$ cat config.mk
export PLATFORM = sky130hd
export DESIGN_NAME = packet_deframer_with_checksum_unit_flat
export DESIGN_NICKNAME = d
export VERILOG_FILES = /design/src/rtl/pdf_pkg.sv /design/src/rtl/pdf_if.sv /design/src/rtl/pdf_fsm.sv /design/src/rtl/pdf_out_reg.sv /design/src/rtl/packet_deframer_with_checksum_unit.sv /design/src/flat_wrapper.sv
export SDC_FILE = /design/constraint.sdc
export NUM_CORES = 1
export LEC_CHECK = 0
export BUFFER_PORTS_ARGS = -buffer_cell sky130_fd_sc_hd__buf_2
export CAP_MARGIN = 20
export CORE_ASPECT_RATIO = 1.2
export CORE_MARGIN = 2
export CORE_UTILIZATION = 40
export CTS_BUF_LIST = sky130_fd_sc_hd__clkbuf_16
export DETAILED_ROUTE_END_ITERATION = 6
export PLACE_DENSITY = 0.66
export SLEW_MARGIN = 30
export SYNTH_ARGS = -nofsm -noshare
export SYNTH_HDL_FRONTEND = slang
export SYNTH_HIERARCHICAL = 1
export SYNTH_SLANG_ARGS = --single-unit
$ cat constraint.sdc
create_clock -name clk -period 5.1 [get_ports clk]
set_input_delay 0.51 -clock clk [delete_from_list [all_inputs] [get_ports clk]]
set_output_delay 0.51 -clock clk [all_outputs]
set_load 0.05 [all_outputs]
$ cat src/rtl/pdf_pkg.sv
// shared types, constants and helper functions for the packet deframer
package pdf_pkg;

  localparam int BYTE_W  = 8;
  localparam int LEN_W   = 10;
  localparam int KIND_W  = 2;
  localparam int PHASE_W = 2;

  // protocol characters
  localparam logic [BYTE_W-1:0] CH_NONE  = 8'h00;
  localparam logic [BYTE_W-1:0] CH_START = 8'h24;
  localparam logic [BYTE_W-1:0] CH_END   = 8'h23;
  localparam logic [BYTE_W-1:0] CH_ACK   = 8'h2B;
  localparam logic [BYTE_W-1:0] CH_NAK   = 8'h2D;
  localparam logic [BYTE_W-1:0] CASE_BIT = 8'h20;
  localparam logic [BYTE_W-1:0] BAD_HEX  = 8'hFF;

  localparam logic [LEN_W-1:0] LIMIT_RESET = 10'd399;

  // phase codes
  localparam logic [PHASE_W-1:0] PH_IDLE = 2'd0;
  localparam logic [PHASE_W-1:0] PH_DATA = 2'd1;
  localparam logic [PHASE_W-1:0] PH_HIGH = 2'd2;
  localparam logic [PHASE_W-1:0] PH_LOW  = 2'd3;

  // result kinds
  localparam logic [KIND_W-1:0] KIND_PAYLOAD = 2'd0;
  localparam logic [KIND_W-1:0] KIND_ACCEPT  = 2'd1;
  localparam logic [KIND_W-1:0] KIND_REJECT  = 2'd2;
  localparam logic [KIND_W-1:0] KIND_RESTART = 2'd3;

  typedef struct packed {
    logic [KIND_W-1:0] result_kind;
    logic [BYTE_W-1:0] payload_byte;
    logic [BYTE_W-1:0] ack_char;
    logic [LEN_W-1:0]  packet_length;
  } result_t;

  // hex digit value, all ones for a character that is not a hex digit
  function automatic logic [BYTE_W-1:0] hex_value(input logic [BYTE_W-1:0] c);
    logic [BYTE_W-1:0] u;
    u = c;
    if (c >= 8'h30 && c <= 8'h39) begin
      return c - 8'h30;
    end
    if (c >= 8'h61 && c <= 8'h7A) begin
      u = c - CASE_BIT;
    end
    if (u >= 8'h41 && u <= 8'h46) begin
      return u - 8'h41 + 8'd10;
    end
    return BAD_HEX;
  endfunction

endpackage

$ cat src/rtl/pdf_if.sv
// handshake channel interfaces for received bytes and results
interface pdf_in_if import pdf_pkg::*; ();
  logic              valid;
  logic              ready;
  logic [BYTE_W-1:0] rx_byte;

  modport source (output valid, output rx_byte, input ready);
  modport sink (input valid, input rx_byte, output ready);
endinterface

interface pdf_out_if import pdf_pkg::*; ();
  logic              valid;
  logic              ready;
  logic [KIND_W-1:0] result_kind;
  logic [BYTE_W-1:0] payload_byte;
  logic [BYTE_W-1:0] ack_char;
  logic [LEN_W-1:0]  packet_length;

  modport source (output valid, output result_kind, output payload_byte,
                  output ack_char, output packet_length, input ready);
  modport sink (input valid, input result_kind, input payload_byte,
                input ack_char, input packet_length, output ready);
endinterface

$ cat src/rtl/pdf_fsm.sv
// framing state, running checksum and result decode for one byte per cycle while step is high
module pdf_fsm import pdf_pkg::*; (
  input  logic              clk,
  input  logic              rst,
  input  logic              cfg_wr_en,
  input  logic [LEN_W-1:0]  cfg_wr_data,
  input  logic              step,
  input  logic [BYTE_W-1:0] rx_byte,
  output logic              res_valid,
  output result_t           res
);

  logic [LEN_W-1:0]   payload_limit;
  logic [PHASE_W-1:0] phase, phase_next;
  logic [BYTE_W-1:0]  running_sum, running_sum_next;
  logic [LEN_W-1:0]   byte_count, byte_count_next;
  logic [BYTE_W-1:0]  sent_sum_high, sent_sum_high_next;
  logic [PHASE_W-1:0] eff_phase;
  logic [BYTE_W-1:0]  digit;
  logic [BYTE_W-1:0]  sent_sum;

  // limit register
  always_ff @(posedge clk) begin
    if (rst) begin
      payload_limit <= LIMIT_RESET;
    end else if (cfg_wr_en) begin
      payload_limit <= cfg_wr_data;
    end
  end

  // next state and result for the byte in the input register
  always_comb begin
    phase_next         = phase;
    running_sum_next   = running_sum;
    byte_count_next    = byte_count;
    sent_sum_high_next = sent_sum_high;
    res_valid          = 1'b0;
    res                = '0;
    digit              = hex_value(rx_byte);
    sent_sum           = sent_sum_high + digit;
    eff_phase          = (phase == PH_DATA && byte_count >= payload_limit) ? PH_HIGH : phase;

    if (rx_byte != CH_NONE) begin
      unique case (eff_phase)
        PH_IDLE: begin
          if (rx_byte == CH_START) begin
            running_sum_next = '0;
            byte_count_next  = '0;
            phase_next       = PH_DATA;
          end
        end
        PH_DATA: begin
          if (rx_byte == CH_START) begin
            running_sum_next  = '0;
            byte_count_next   = '0;
            res_valid         = 1'b1;
            res.result_kind   = KIND_RESTART;
            res.packet_length = byte_count;
          end else if (rx_byte == CH_END) begin
            phase_next = PH_HIGH;
          end else begin
            running_sum_next = running_sum + rx_byte;
            byte_count_next  = byte_count + LEN_W'(1);
            res_valid        = 1'b1;
            res.result_kind  = KIND_PAYLOAD;
            res.payload_byte = rx_byte;
          end
        end
        PH_HIGH: begin
          sent_sum_high_next = {digit[3:0], 4'h0};
          phase_next         = PH_LOW;
        end
        PH_LOW: begin
          phase_next        = PH_IDLE;
          res_valid         = 1'b1;
          res.packet_length = byte_count;
          if (sent_sum == running_sum) begin
            res.result_kind = KIND_ACCEPT;
            res.ack_char    = CH_ACK;
          end else begin
            res.result_kind = KIND_REJECT;
            res.ack_char    = CH_NAK;
          end
        end
        default: begin
          phase_next = PH_IDLE;
        end
      endcase
    end
  end

  // state registers advance when the byte moves on
  always_ff @(posedge clk) begin
    if (rst) begin
      phase         <= PH_IDLE;
      running_sum   <= '0;
      byte_count    <= '0;
      sent_sum_high <= '0;
    end else if (step) begin
      phase         <= phase_next;
      running_sum   <= running_sum_next;
      byte_count    <= byte_count_next;
      sent_sum_high <= sent_sum_high_next;
    end
  end

endmodule

$ cat src/rtl/pdf_out_reg.sv
// result register in front of the output channel
module pdf_out_reg import pdf_pkg::*; (
  input  logic      clk,
  input  logic      rst,
  input  logic      load_valid,
  input  result_t   load_res,
  output logic      can_accept,
  pdf_out_if.source out_ch
);

  logic    out_valid;
  result_t out_res;

  assign can_accept = !out_valid || out_ch.ready;

  // hold the result until the request is taken
  always_ff @(posedge clk) begin
    if (rst) begin
      out_valid <= 1'b0;
    end else if (can_accept) begin
      out_valid <= load_valid;
    end
  end

  always_ff @(posedge clk) begin
    if (can_accept && load_valid) begin
      out_res <= load_res;
    end
  end

  assign out_ch.valid         = out_valid;
  assign out_ch.result_kind   = out_res.result_kind;
  assign out_ch.payload_byte  = out_res.payload_byte;
  assign out_ch.ack_char      = out_res.ack_char;
  assign out_ch.packet_length = out_res.packet_length;

endmodule

$ cat src/rtl/packet_deframer_with_checksum_unit.sv
// packet deframer: strips '$' ... '#' framing and checks the two-digit hex checksum
// path: input byte register, then result register; a result is registered as its byte leaves the byte register
// throughput: one byte per cycle; the byte register stalls only while the result
//   register holds an untaken request and the byte register is full
// reset (rst, synchronous): idle phase, sum and count cleared, limit back to 399,
//   no request pending on either register
module packet_deframer_with_checksum_unit import pdf_pkg::*; (
  input  logic             clk,
  input  logic             rst,
  pdf_in_if.sink           in_ch,
  pdf_out_if.source        out_ch,
  input  logic             cfg_wr_en,
  input  logic [LEN_W-1:0] cfg_wr_data
);

  logic              s1_valid;
  logic [BYTE_W-1:0] s1_byte;
  logic              s1_fire;
  logic              can_accept;
  logic              res_valid;
  result_t           res;

  assign s1_fire     = s1_valid && can_accept;
  assign in_ch.ready = !s1_valid || can_accept;

  // input byte register
  always_ff @(posedge clk) begin
    if (rst) begin
      s1_valid <= 1'b0;
    end else if (in_ch.valid && in_ch.ready) begin
      s1_valid <= 1'b1;
    end else if (s1_fire) begin
      s1_valid <= 1'b0;
    end
  end

  always_ff @(posedge clk) begin
    if (in_ch.valid && in_ch.ready) begin
      s1_byte <= in_ch.rx_byte;
    end
  end

  pdf_fsm u_fsm (
    .clk         (clk),
    .rst         (rst),
    .cfg_wr_en   (cfg_wr_en),
    .cfg_wr_data (cfg_wr_data),
    .step        (s1_fire),
    .rx_byte     (s1_byte),
    .res_valid   (res_valid),
    .res         (res)
  );

  pdf_out_reg u_out_reg (
    .clk        (clk),
    .rst        (rst),
    .load_valid (s1_fire && res_valid),
    .load_res   (res),
    .can_accept (can_accept),
    .out_ch     (out_ch)
  );

`ifndef SYNTH
  // verdicts carry the right ack and no payload character
  assert property (@(posedge clk) disable iff (rst)
    out_ch.valid && out_ch.result_kind == KIND_ACCEPT
      |-> out_ch.ack_char == CH_ACK && out_ch.payload_byte == '0)
    else $error("accept verdict without '+' ack");

  assert property (@(posedge clk) disable iff (rst)
    out_ch.valid && out_ch.result_kind == KIND_REJECT
      |-> out_ch.ack_char == CH_NAK && out_ch.payload_byte == '0)
    else $error("reject verdict without '-' ack");

  // payload results never carry an ack or a length
  assert property (@(posedge clk) disable iff (rst)
    out_ch.valid && out_ch.result_kind == KIND_PAYLOAD
      |-> out_ch.ack_char == '0 && out_ch.packet_length == '0)
    else $error("payload result with ack or length");

  // an empty character never produces a request
  assert property (@(posedge clk) disable iff (rst)
    s1_fire && s1_byte == CH_NONE |=> $stable(out_ch.valid) || !out_ch.valid)
    else $error("request from an empty character");
`endif

endmodule

$ cat src/flat_wrapper.sv
// flat-port wrapper written by rule: the top's interface ports become plain ports
module packet_deframer_with_checksum_unit_flat import pdf_pkg::*;
  (clk, rst, cfg_wr_en, cfg_wr_data, in_ch_valid, in_ch_rx_byte, in_ch_ready, out_ch_valid, out_ch_result_kind, out_ch_payload_byte, out_ch_ack_char, out_ch_packet_length, out_ch_ready);
  pdf_in_if in_ch_i ();
  pdf_out_if out_ch_i ();
  input  logic clk;
  input  logic rst;
  input  logic cfg_wr_en;
  input  logic [LEN_W-1:0] cfg_wr_data;
  input wire logic [$bits(in_ch_i.valid)-1:0] in_ch_valid;
  input wire logic [$bits(in_ch_i.rx_byte)-1:0] in_ch_rx_byte;
  output wire logic [$bits(in_ch_i.ready)-1:0] in_ch_ready;
  output wire logic [$bits(out_ch_i.valid)-1:0] out_ch_valid;
  output wire logic [$bits(out_ch_i.result_kind)-1:0] out_ch_result_kind;
  output wire logic [$bits(out_ch_i.payload_byte)-1:0] out_ch_payload_byte;
  output wire logic [$bits(out_ch_i.ack_char)-1:0] out_ch_ack_char;
  output wire logic [$bits(out_ch_i.packet_length)-1:0] out_ch_packet_length;
  input wire logic [$bits(out_ch_i.ready)-1:0] out_ch_ready;
  assign in_ch_i.valid = in_ch_valid;
  assign in_ch_i.rx_byte = in_ch_rx_byte;
  assign in_ch_ready = in_ch_i.ready;
  assign out_ch_valid = out_ch_i.valid;
  assign out_ch_result_kind = out_ch_i.result_kind;
  assign out_ch_payload_byte = out_ch_i.payload_byte;
  assign out_ch_ack_char = out_ch_i.ack_char;
  assign out_ch_packet_length = out_ch_i.packet_length;
  assign out_ch_i.ready = out_ch_ready;
  packet_deframer_with_checksum_unit u_core (.clk(clk), .rst(rst), .in_ch(in_ch_i), .out_ch(out_ch_i), .cfg_wr_en(cfg_wr_en), .cfg_wr_data(cfg_wr_data));
endmodule
; Word-level counts from Yosys, hierarchy flattened
; Cells that the tools add are included.
[word_totals]
regBits = 72
elab_cells = 94
output_inout_bits = 30
input_bits = 23
[op_classes]
addsub = 7
reduce_logical = 21
eq_ne = 11
magnitude_cmp = 7
n_mux = 34
bitwise = 2
[ops]
columns = op, count
row1 = $mux 8, 9
row2 = $mux 10, 4
row3 = $pmux 10 s2, 2
row4 = $add 8x8->8, 2
row5 = $eq 8x6->1 const B, 2
row6 = $ge 8x7->1 const B, 2
row7 = $le 8x7->1 const B, 2
row8 = $pmux 8 s2, 1
row9 = $sub 8x6->8 const B, 2
row10 = $mux 2, 6
row11 = $add 10x1->10 const B, 1
row12 = $ge 10x10->1, 1
row13 = $reduce_and 5->1, 2
row14 = $add 8x4->8 const B, 1
row15 = $eq 8x8->1, 1
row16 = $ge 8x6->1 const B, 1
row17 = $le 8x6->1 const B, 1
row18 = $logic_and 1x1->1, 8
row19 = $mux 1, 8
row20 = $pmux 2 s4, 1
row21 = $reduce_bool 8->1, 1
row22 = $sub 8x7->8 const B, 1
row23 = $ne 2x2->1 const B, 3
row24 = $eq 2x1->1 const B, 2
row25 = 13 further kinds, 18

; Longest topological paths before layout
; Gate-level depths: netlist (run 1).
[depth]
ltp_word = 14
depth_mapped = 18
ltp_nobuf = 17

; Hierarchy
; Netlist (run 1), hierarchy kept.
[by_module_without_submodules]
columns = mod, seq_area_each_um2, cells_each, area_each_um2, n_inst
row1 = pdf_fsm, 680.7, 377, 2935.3, 1
row2 = pdf_out_reg, 860.8, 33, 895.9, 1
row3 = packet_deframer_with_checksum_unit, 260.2, 15, 310.3, 1

; Worst setup path before layout (run 1)
; OpenSTA, ideal clock, no wires.
[synth_path]
path_type = register -> register
startpoint = reg u_core.s1_byte[0]
endpoint = reg u_core.u_out_reg.out_res, in the netlist u_core/u_out_reg/out_ch.result_kind[1] (data pin)
setup_time_ns = 0.272
setup_slack_ns = 0.961
period_less_slack_ns = 4.139
arrival_ns = 3.867
t_required_ns = 4.828
stages_incl_launch_ff = 19
n_path_buf = 1
path_cell_list = edfxtp_1 > clkbuf_1 > inv_1 > ha_1 > nor4b_1 > o21ai_0 > and4_1 > o21ai_1 > a211oi_1 > a21oi_1 > ha_1 > fa_1 > xor2_1 > xnor2_1 > o2111ai_1 > nor4_1 > o2111ai_1 > a2111oi_4 > a21boi_0
[synth_between]
elab_chain_cells = 14
elab_cells_between_ends = 29
classes_between = add/sub: 5 / order compare: 6 / eq/ne: 2 / mux: 12 / reduce/logical: 4
[synth_rtl]
columns = item, line_no
row1 = start: declaration, packet_deframer_with_checksum_unit.sv:17  ; logic [BYTE_W-1:0] s1_byte;
row2 = start signal: assignment, packet_deframer_with_checksum_unit.sv:39  ; s1_byte <= in_ch.rx_byte;
row3 = branches (longest 14 deep; another with $ge 8x7->1), --
row4 = end signal: assignment, pdf_out_reg.sv:27  ; out_res <= load_res;
row5 = end: declaration, pdf_out_reg.sv:12  ; result_t out_res;
; Several ways; the timed one is not identified. The select of a mux whose other input is x is not followed.
; A chain may end at the register's enable or synchronous reset.

; Worst setup path after layout (run 1)
; Same ends and word-level chain as after synthesis.

==> impl_metrics.env, run 1 <==
export IMPL_relSlewSlack_pct=50.7
export IMPL_finalHoldViolCount=0
export IMPL_grt_ovfl_total=0
export IMPL_synth_area_leaders="edfxtp_1, dfxtp_1, ha_1"
export IMPL_layout_setup_ws_ps=345
export IMPL_start_kind="register"
export IMPL_gp_congestion=0.904
export IMPL_holdPathEnd="u_core/s1_byte[4]"
export IMPL_synth_edff_count=36
export IMPL_ys_seq_elements=72
export IMPL_fmax_mhz=210
export IMPL_synth_seq_area_share_pct=43.5
export IMPL_synth_cells=425
export IMPL_total_power_mw=1.39
export IMPL_fill_cells=986
export IMPL_grt_pass1_vias=3268
export IMPL_fin_setup_tns_ps=0
export IMPL_yosysUniqueCellTypes=70
export IMPL_clkTransAtPathRegs_ps=50
export IMPL_end_kind="register"
export IMPL_dieHeight_um=115
export IMPL_finalMaxSlewViolations=0
export IMPL_area_growth_syn_to_layout_pct=16.0
export IMPL_peakVddDrop_mv=0.192
export IMPL_wl_per_cell_um=15.7
export IMPL_design_portCount=53
export IMPL_synth_top_cell_by_area="edfxtp_1"
export IMPL_clockRootBuffer="clkbuf_16"
export IMPL_worst_pin_slew_ps=739
export IMPL_synth_flop_cell="edfxtp_1"
export IMPL_finClkSkew_ps=7.35
export IMPL_fin_area_um2=4800
export IMPL_final_min_clock_period_ps=4750
export IMPL_synthArstFlopShare_pct=0
export IMPL_drt_iter0_drc=151
export IMPL_grt_use_total_pct=17.6
export IMPL_power_leakage_nw=1.95
export IMPL_detailed_place_hpwl_um=6990
export IMPL_core_um2=10100
export IMPL_grt_start_max_net_pins=29
export IMPL_n_antenna_cell=0
export IMPL_rsz0062_at_grt="no"
export IMPL_outcome="completed"
export IMPL_fp_row_count=40
export IMPL_synth_top_area_share_pct=26.1
export IMPL_drive_gt1_share_pct=18.8
export IMPL_cts_tree="built"
export IMPL_max_cap_violations=0
export IMPL_route_detailed_drc=0
export IMPL_nets=533
export IMPL_rrSetupSlack_ps=350
export IMPL_worstPathArrival_ps=4810
export IMPL_min_path_cells=1
export IMPL_hold_path_startpoint="in_ch_rx_byte[4]"
export IMPL_ant_nets=0
export IMPL_vias=3291
export IMPL_h_tree_depth=3
export IMPL_numCtsBuffers=9
export IMPL_start_util_pct=41.2
export IMPL_final_period_utilization_pct=93.2
export IMPL_routed_wl_um=9510
export IMPL_crit_fanout=15
export IMPL_synth_common_cells="dfxtp_1, edfxtp_1, ha_1, nor2_1, nand2_1"
export IMPL_post_dp_cell_area_um2=4480
export IMPL_clock_latency_ps=330
export IMPL_setup_viol_count_final=0
export IMPL_first_pass_iters=4
export IMPL_viasPerCell=5.44
export IMPL_place_ws_ps=359
export IMPL_cts_sinks=72
export IMPL_reg2reg_from="u_core/s1_byte[0]"
export IMPL_powerDensity_nw_per_um2=289
export IMPL_syn_area_per_cell_um2=9.74
export IMPL_portBuffers=52
export IMPL_cts_buffer_depth=2
export IMPL_ys_warnings_count=6
export IMPL_hold_path_class="primary input to register"
export IMPL_r2r_cells=16
export IMPL_netlist_area_um2=4140
export IMPL_antenna_found_initial=0
export IMPL_worstPathRequired_ps=5160
export IMPL_die_area_um2=11200
export IMPL_grt_pass1_wl_um=15700
export IMPL_r2r_end="u_core/u_out_reg/out_ch.result_kind[1]"
export IMPL_dieWidth_um=96.9
export IMPL_crit_type="register to register"
-- cells in the final DEF (no fill, tap or decap), types with 3 or more instances in the layout --
master	netlist	final
nor3_1	15	15
ha_1	34	34
o211ai_1	7	7
nand3_1	17	17
and2_1	17	17
inv_1	29	30
nand4_1	4	4
xor2_1	4	4
o21a_1	5	5
edfxtp_1	36	36
dfxtp_1	36	36
a21oi_1	28	28
clkinv_2	0	3
clkbuf_16	0	9
o21ai_0	13	13
nand2_1	31	31
xnor2_1	9	9
nor4_1	5	5
nor2b_1	4	4
buf_4	5	3
a21o_1	10	10
buf_2	1	52
a211oi_1	6	6
mux2i_1	7	7
conb_1	1	3
nor2_1	34	34
-- worst max path at each step --
stage                                 start  cells past startpoint                                     end  slack (ps)
after global placement    u_core/s1_byte[0]                     16  u_core/u_out_reg/out_ch.result_kind[1]         540
after CTS                 u_core/s1_byte[0]                     16  u_core/u_out_reg/out_ch.result_kind[1]         350
after floorplan           u_core/s1_byte[0]                     18  u_core/u_out_reg/out_ch.result_kind[1]         960
final                     u_core/s1_byte[0]                     16  u_core/u_out_reg/out_ch.result_kind[1]         350
after global routing      u_core/s1_byte[0]                     17  u_core/u_out_reg/out_ch.result_kind[1]          10
after detailed placement  u_core/s1_byte[0]                     16  u_core/u_out_reg/out_ch.result_kind[1]         360
-- cells by family (layout without fill, tap and decap cells) --
| family | Yosys count | in the layout | synth area share (%) |
|---|---|---|---|
| adder cells (fa/ha/maj) | 36 | 36 | 11.2 |
| other | 1 | 3 | 0.0905 |
| XOR/XNOR | 13 | 13 | 2.75 |
| multiplexers | 8 | 8 | 1.96 |
| flip-flops | 72 | 72 | 43.5 |
| AND/OR/NAND/NOR | 149 | 149 | 18.9 |
| buffers and inverters | 49 | 101 | 5.11 |
| AO/OA/AOI/OAI | 97 | 97 | 16.5 |
-- power by group --
part           internal [mW]  total, mW  switching [mW]
logic                 0.0385     0.0942          0.0557
registers              0.616      0.635          0.0192
clock network          0.424      0.658           0.234
total                   1.08       1.39           0.309
-- layout make-up --
cell class | instances | area [um2] | area share, %
sequential | 72 | 1800 | 37.5
timing repair buffer | 55 | 283 | 5.89
clock inverter | 7 | 87.6 | 1.82
inverter | 30 | 113 | 2.34
multi-input combinational | 306 | 2140 | 44.5
clock buffer | 9 | 225 | 4.69
tap | 126 | 158 | 3.28
-- per-layer routing --
metal	track usage (%)	wire (um)	up-vias
met5	0	0	-
met4	8.36	281	0
met3	3.74	357	20
met2	30.2	4740	73
met1	21.2	4130	1571
li1	-	-	1627
-- through the flow --
| step | utilization (%) | hold slack [ps] | instances |
|---|---|---|---|
| after floorplan | - | 444 | 427 |
| after global placement | 44.5 | 451 | 587 |
| after CTS | 47.6 | 341 | 603 |
| final | 47.7 | 354 | 605 |
| after global routing | 47.7 | 345 | 605 |
| after detailed placement | 44.5 | 477 | 587 |
-- worst max-delay path, cell delays in order (launching register included) --
cell	delay (ps)
edfxtp_1	640
inv_1	210
ha_1	270
nor3b_1	160
a311oi_2	400
o21ai_1	250
a211oi_1	280
a21oi_1	70
ha_1	230
fa_1	380
xor2_1	210
xnor2_1	150
o2111ai_1	120
nor4_1	290
o2111ai_1	230
a2111oi_4	440
a21boi_0	150
-- state kept, by name, indices dropped and copies added, names as in the netlist --
register / flops
u_core/u_out_reg/out_ch.result_kind: 2
u_core/s1_byte: 8
u_core/u_out_reg/out_ch.valid: 1
u_core/u_out_reg/out_ch.packet_length: 10
u_core/u_fsm/sent_sum_high: 4
u_core/u_out_reg/out_ch.ack_char: 8
u_core/u_out_reg/out_ch.payload_byte: 8
u_core/s1_valid: 1
u_core/u_fsm/running_sum: 8
u_core/u_fsm/phase: 2
u_core/u_fsm/payload_limit: 10
u_core/u_fsm/byte_count: 10
-- what timing repair did --
| item | in CTS | in global routing |
|---|---|---|
| resized for setup | 0 | 0 |
| hold buffers | 0 | 0 |
| endpoints found under the setup margin | 0 | 1 |
| buffers inserted | 0 | 2 |
No activity file was read; power rests on OpenSTA's default activity.
==> inputs of run 2 (changes only) <==
--- a/config.mk
+++ b/config.mk
@@ -13,6 +13,7 @@
 export CTS_BUF_LIST = sky130_fd_sc_hd__clkbuf_16
 export DETAILED_ROUTE_END_ITERATION = 6
 export PLACE_DENSITY = 0.66
+export REMOVE_ABC_BUFFERS = 1
 export SLEW_MARGIN = 30
 export SYNTH_ARGS = -nofsm -noshare
 export SYNTH_HDL_FRONTEND = slang
==> run 2 against run 1 <==
Compared with the run above: sequential share of layout area rose by 0.069 points; wire length is 2.9% lower; sequential power shrank 0.8%; count of clock-buffer cells in the layout unchanged; clock skew up 2.8 ps; first-iteration DRC count is 0.66% lower; global-route usage decreased by 0.27 points; hold slack lost 5.1 ps; combinational power increased by 4.5%; non-clock buffer count up 1; design area is 0.18% lower; cell count rose by 0.17%; largest cell class unchanged.
==> impl_metrics.env, run 2 (synthesis results as in run 1) <==
export IMPL_outcome="completed"
export IMPL_seq_power_share_pct=46.7
export IMPL_crit_slowest_cell="edfxtp_1"
export IMPL_fp_row_count=40
export IMPL_relSlewSlack_pct=49.6
export IMPL_fmax_mhz=221
export IMPL_first_pass_iters=4
export IMPL_clkTransAtPathRegs_ps=50
export IMPL_grt_pass1_wl_um=15500
export IMPL_final_period_utilization_pct=88.6
export IMPL_hold_path_startpoint="in_ch_rx_byte[6]"
export IMPL_dieHeight_um=115
export IMPL_worstPathArrival_ps=4580
export IMPL_vias=3205
export IMPL_crit_fanout=13
export IMPL_critical_path_top_delay_family="compound AO/OA/AOI/OAI gates"
export IMPL_post_dp_cell_area_um2=4480
export IMPL_hold_path_class="primary input to register"
export IMPL_layout_common_cells="buf_2, edfxtp_1, dfxtp_1, nor2_1, ha_1"
export IMPL_route_detailed_drc=0
export IMPL_finClkSkew_ps=10.2
export IMPL_die_area_um2=11200
export IMPL_r2r_cells=17
export IMPL_worst_pin_slew_ps=755
export IMPL_fin_setup_tns_ps=0
export IMPL_gp_congestion=0.849
export IMPL_grt_ovfl_total=0
export IMPL_start_util_pct=41.2
export IMPL_reg2reg_from="u_core/s1_byte[0]"
export IMPL_fin_area_um2=4790
export IMPL_n_antenna_cell=0
export IMPL_rsz0062_at_grt="no"
export IMPL_cts_tree="built"
export IMPL_finalHoldViolCount=0
export IMPL_power_internal_mw=1.03
export IMPL_cts_buffer_depth=2
export IMPL_finalMaxSlewViolations=0
export IMPL_drt_iter0_drc=150
export IMPL_holdPathEnd="u_core/s1_byte[6]"
export IMPL_grt_start_max_net_pins=29
export IMPL_crit_type="register to register"
export IMPL_end_kind="register"
export IMPL_path_cells="buf_4 -> ha_1 -> nor4b_1 -> o21ai_0 -> a41oi_1 -> o21ai_1 -> a211oi_1 -> a21oi_1 -> ha_1 -> fa_1 -> xor2_1 -> xnor2_1 -> o2111ai_1 -> nor4_1 -> o2111ai_1 -> a2111oi_4 -> a21boi_0"
export IMPL_clockRootBuffer="clkbuf_16"
export IMPL_clock_latency_ps=340
export IMPL_min_path_cells=1
export IMPL_worstPathRequired_ps=5160
export IMPL_switching_share_pct=23.4
export IMPL_post_route_util_pct=47.7
export IMPL_cts_sinks=72
export IMPL_antenna_found_initial=0
export IMPL_grt_use_total_pct=17.3
export IMPL_start_kind="register"
export IMPL_dieWidth_um=96.9
export IMPL_setup_viol_count_final=0
export IMPL_portBuffers=52
export IMPL_p_switching_mw=0.316
export IMPL_drive_gt1_share_pct=19.0
export IMPL_path_buf_inv=1
export IMPL_core_um2=10100
export IMPL_worst_path_stages=17
export IMPL_r2r_end="u_core/u_out_reg/out_ch.result_kind[1]"
export IMPL_peakVddDrop_mv=0.205
export IMPL_slowest_delay_ps=420
export IMPL_design_portCount=53
export IMPL_wl_per_cell_um=15.2
export IMPL_numCtsBuffers=9
export IMPL_area_growth_syn_to_layout_pct=15.8
export IMPL_powerDensity_nw_per_um2=281
export IMPL_nets=534
export IMPL_routed_wl_um=9230
export IMPL_h_tree_depth=3
export IMPL_max_cap_violations=0
export IMPL_viasPerCell=5.29
export IMPL_clkPwrFrac_pct=46.0
export IMPL_final_common_cell="buf_2"
export IMPL_hold_buffers=0
export IMPL_power_leakage_nw=1.93
export IMPL_power_frac_comb_pct=7.3
export IMPL_rrSetupSlack_ps=580
export IMPL_final_min_clock_period_ps=4520
export IMPL_ant_nets=0
export IMPL_grt_pass1_vias=3180
export IMPL_detailed_place_hpwl_um=6690
-- run 2: cell count changes in the layout (fill, tap and decap cells not counted), sizes merged --
cell | before | now
buf | 55 | 56
clkinv | 4 | 3
clkinvlp | 0 | 2
bufinv | 2 | 1
-- run 2: cell type report --
class | instances | area (um2)
clock buffers | 9 | 225
clock inverters | 7 | 71.3
well taps | 126 | 158
multi-input cells | 306 | 2140
flip-flops and latches | 72 | 1800
repair buffers | 56 | 290
fillers | 956 | 5270
inverters | 30 | 113
-- run 2: how the worst max path moves through the flow --
stage,startpoint,endpoint,slack (ps)
after floorplan,u_core/s1_byte[1],u_core/u_out_reg/out_ch.result_kind[1],1060
after global placement,u_core/s1_byte[1],u_core/u_out_reg/out_ch.result_kind[1],610
after detailed placement,u_core/s1_byte[1],u_core/u_out_reg/out_ch.result_kind[1],490
after CTS,u_core/s1_byte[1],u_core/u_out_reg/out_ch.result_kind[1],430
after global routing,u_core/s1_byte[0],u_core/u_out_reg/out_ch.result_kind[1],20
final,u_core/s1_byte[0],u_core/u_out_reg/out_ch.result_kind[1],580
-- run 2: power by group through the flow --
stage | Sequential (mW) | Combinational [mW] | Clock, mW
2_1_floorplan | 0.641 | 0.0586 | 0
3_3_place_gp | 0.643 | 0.0928 | 0
3_5_place_dp | 0.644 | 0.0937 | 0
4_1_cts | 0.632 | 0.0944 | 0.636
5_1_grt | 0.631 | 0.110 | 0.662
6_report | 0.630 | 0.0984 | 0.621
-- run 2: layer usage --
metal / wire length (um) / track usage [%]
met5: 0 / 0
met4: 119 / 7.61
met3: 409 / 3.86
met2: 4670 / 29.8
met1: 4040 / 21.0
-- run 2: stage by stage --
step	hold WS [ps]	power [mW]	setup slack, ps	instances
after floorplan	438	0.700	1060	408
after global placement	455	0.736	607	588
final	349	1.35	580	606
after global routing	339	1.40	25.0	606
after CTS	338	1.36	435	604
after detailed placement	457	0.738	490	588
-- run 2: repair_timing --
item | 4_1_cts | 5_1_grt
setup buffers | 0 | 2
gates resized for setup | 0 | 0
setup endpoints to repair | 0 | 4
==> inputs of run 3 (changes only) <==
--- a/config.mk
+++ b/config.mk
@@ -12,7 +12,7 @@
 export CORE_UTILIZATION = 40
 export CTS_BUF_LIST = sky130_fd_sc_hd__clkbuf_16
 export DETAILED_ROUTE_END_ITERATION = 6
-export PLACE_DENSITY = 0.66
+export PLACE_DENSITY = 0.58
 export REMOVE_ABC_BUFFERS = 1
 export SLEW_MARGIN = 30
 export SYNTH_ARGS = -nofsm -noshare
==> run 3 against run 2 <==
Compared with the run above: worst setup slack got worse by 110 ps; flip-flop and latch count did not move; clock power fell by 4.7%; cell count fell by 0.17%; sequential power barely moved; clock skew fell by 2.6 ps; sequential share of layout area rose by 0.18 points; non-clock buffer count fell by 1; critical path type unchanged; critical endpoint unchanged; largest cell class unchanged.
==> impl_metrics.env, run 3 (synthesis results as in run 1) <==
export IMPL_die_area_um2=11200
export IMPL_first_pass_iters=5
export IMPL_fin_setup_tns_ps=0
export IMPL_grt_pass1_wl_um=15200
export IMPL_finClkSkew_ps=7.60
export IMPL_grt_ovfl_total=0
export IMPL_rsz0062_at_grt="no"
export IMPL_drt_iter0_drc=134
export IMPL_relSlewSlack_pct=52.0
export IMPL_seq_area_um2=1800
export IMPL_final_common_cell="buf_2"
export IMPL_cts_buffer_depth=2
export IMPL_nets=533
export IMPL_ant_nets=0
export IMPL_gp_congestion=0.886
export IMPL_place_ws_ps=529
export IMPL_max_cap_violations=0
export IMPL_hold_path_class="primary input to register"
export IMPL_whs_ps=353
export IMPL_finalHoldViolCount=0
export IMPL_routed_wl_um=8980
export IMPL_hold_path_startpoint="in_ch_rx_byte[5]"
export IMPL_clock_latency_ps=330
export IMPL_n_antenna_cell=0
export IMPL_worstPathRequired_ps=5160
export IMPL_grt_start_max_net_pins=29
export IMPL_numCtsBuffers=9
export IMPL_viasPerCell=5.23
export IMPL_drive_gt1_share_pct=18.0
export IMPL_total_power_mw=1.32
export IMPL_fp_row_count=40
export IMPL_clockRootBuffer="clkbuf_16"
export IMPL_worst_pin_slew_ps=719
export IMPL_powerDensity_nw_per_um2=276
export IMPL_rrSetupSlack_ps=470
export IMPL_holdPathEnd="u_core/s1_byte[5]"
export IMPL_post_dp_cell_area_um2=4490
export IMPL_r2r_cells=17
export IMPL_dieWidth_um=96.9
export IMPL_layout_setup_ws_ps=469
export IMPL_post_route_util_pct=47.4
export IMPL_fmax_mhz=216
export IMPL_start_util_pct=41.2
export IMPL_placed_cells=589
export IMPL_ctsResizeCount=0
export IMPL_area_growth_syn_to_layout_pct=15.2
export IMPL_layout_common_cells="buf_2, edfxtp_1, dfxtp_1, nor2_1, ha_1"
export IMPL_grt_use_total_pct=16.9
export IMPL_final_cells=605
export IMPL_cts_tree="built"
export IMPL_setup_viol_count_final=0
export IMPL_wl_per_cell_um=14.8
export IMPL_portBuffers=52
export IMPL_multi_input_area_um2=2140
export IMPL_vias=3165
export IMPL_design_portCount=53
export IMPL_final_period_utilization_pct=90.8
export IMPL_peakVddDrop_mv=0.148
export IMPL_start_kind="register"
export IMPL_clkTransAtPathRegs_ps=50
export IMPL_r2r_end="u_core/u_out_reg/out_ch.result_kind[1]"
export IMPL_hold_buffers=0
export IMPL_h_tree_depth=3
export IMPL_fin_area_um2=4770
export IMPL_route_detailed_drc=0
export IMPL_dieHeight_um=115
export IMPL_fill_cells=958
export IMPL_detailed_place_hpwl_um=6680
export IMPL_worstPathArrival_ps=4690
export IMPL_core_um2=10100
export IMPL_finalMaxSlewViolations=0
export IMPL_crit_fanout=10
export IMPL_crit_type="register to register"
export IMPL_crit_start="u_core/s1_byte[1]"
export IMPL_final_min_clock_period_ps=4630
export IMPL_antenna_found_initial=0
export IMPL_cts_setup_buffers=0
export IMPL_grt_pass1_vias=3157
export IMPL_end_kind="register"
export IMPL_min_path_cells=1
export IMPL_outcome="completed"
export IMPL_reg2reg_from="u_core/s1_byte[1]"
export IMPL_power_leakage_nw=1.93
export IMPL_cts_sinks=72
run 3: changes by cell type in the layout (fill, tap and decap cells not counted), sizes merged:
| cell | delta |
|---|---|
| buf | -1 |
| inv | +1 |
| clkinvlp | -1 |
run 3: layout make-up:
cell class	instances	share of cell area, %
multi-input cells	306	44.8
well taps	126	3.30
repair buffers	55	5.93
inverters	30	2.36
clock inverters	7	1.18
flip-flops and latches	72	37.8
clock buffers	9	4.72
run 3: where the power goes:
part,leakage (nW),total (mW),internal [mW],switching (mW)
registers,0.586,0.632,0.616,0.0162
logic,1.21,0.0940,0.0383,0.0557
clock network,0.141,0.592,0.369,0.223
run 3: per-layer routing:
| metal | vias up | GRT usage [%] | share of wire, % |
|---|---|---|---|
| met1 | 1455 | 21.5 | 45 |
| met4 | 0 | 6.76 | 1.3 |
| met3 | 10 | 3.92 | 4.6 |
| met5 | - | 0 | 0 |
| li1 | 1621 | - | - |
| met2 | 79 | 28.3 | 49 |
run 3: how the worst max path moves through the flow:
| stage | cells past startpoint | to |
|---|---|---|
| floorplan | 17 | u_core/u_out_reg/out_ch.result_kind[1] |
| global placement | 17 | u_core/u_out_reg/out_ch.result_kind[1] |
| detailed placement | 17 | u_core/u_out_reg/out_ch.result_kind[1] |
| CTS | 17 | u_core/u_out_reg/out_ch.result_kind[1] |
| global route | 17 | u_core/u_out_reg/out_ch.result_kind[1] |
| finish | 17 | u_core/u_out_reg/out_ch.result_kind[1] |
run 3: critical path: stages, from the launching register on:
cell and delay [ps]:
edfxtp_1 580, inv_1 160, ha_1 240, nor4b_1 290, o21ai_0 140, a41oi_1 260, o21ai_1 180, a211oi_1 290
a21oi_1 80, ha_1 230, fa_1 380, xor2_1 200, xnor2_1 140, o2111ai_1 130, nor4_1 300, o2111ai_1 210
a2111oi_4 420, a21boi_0 150
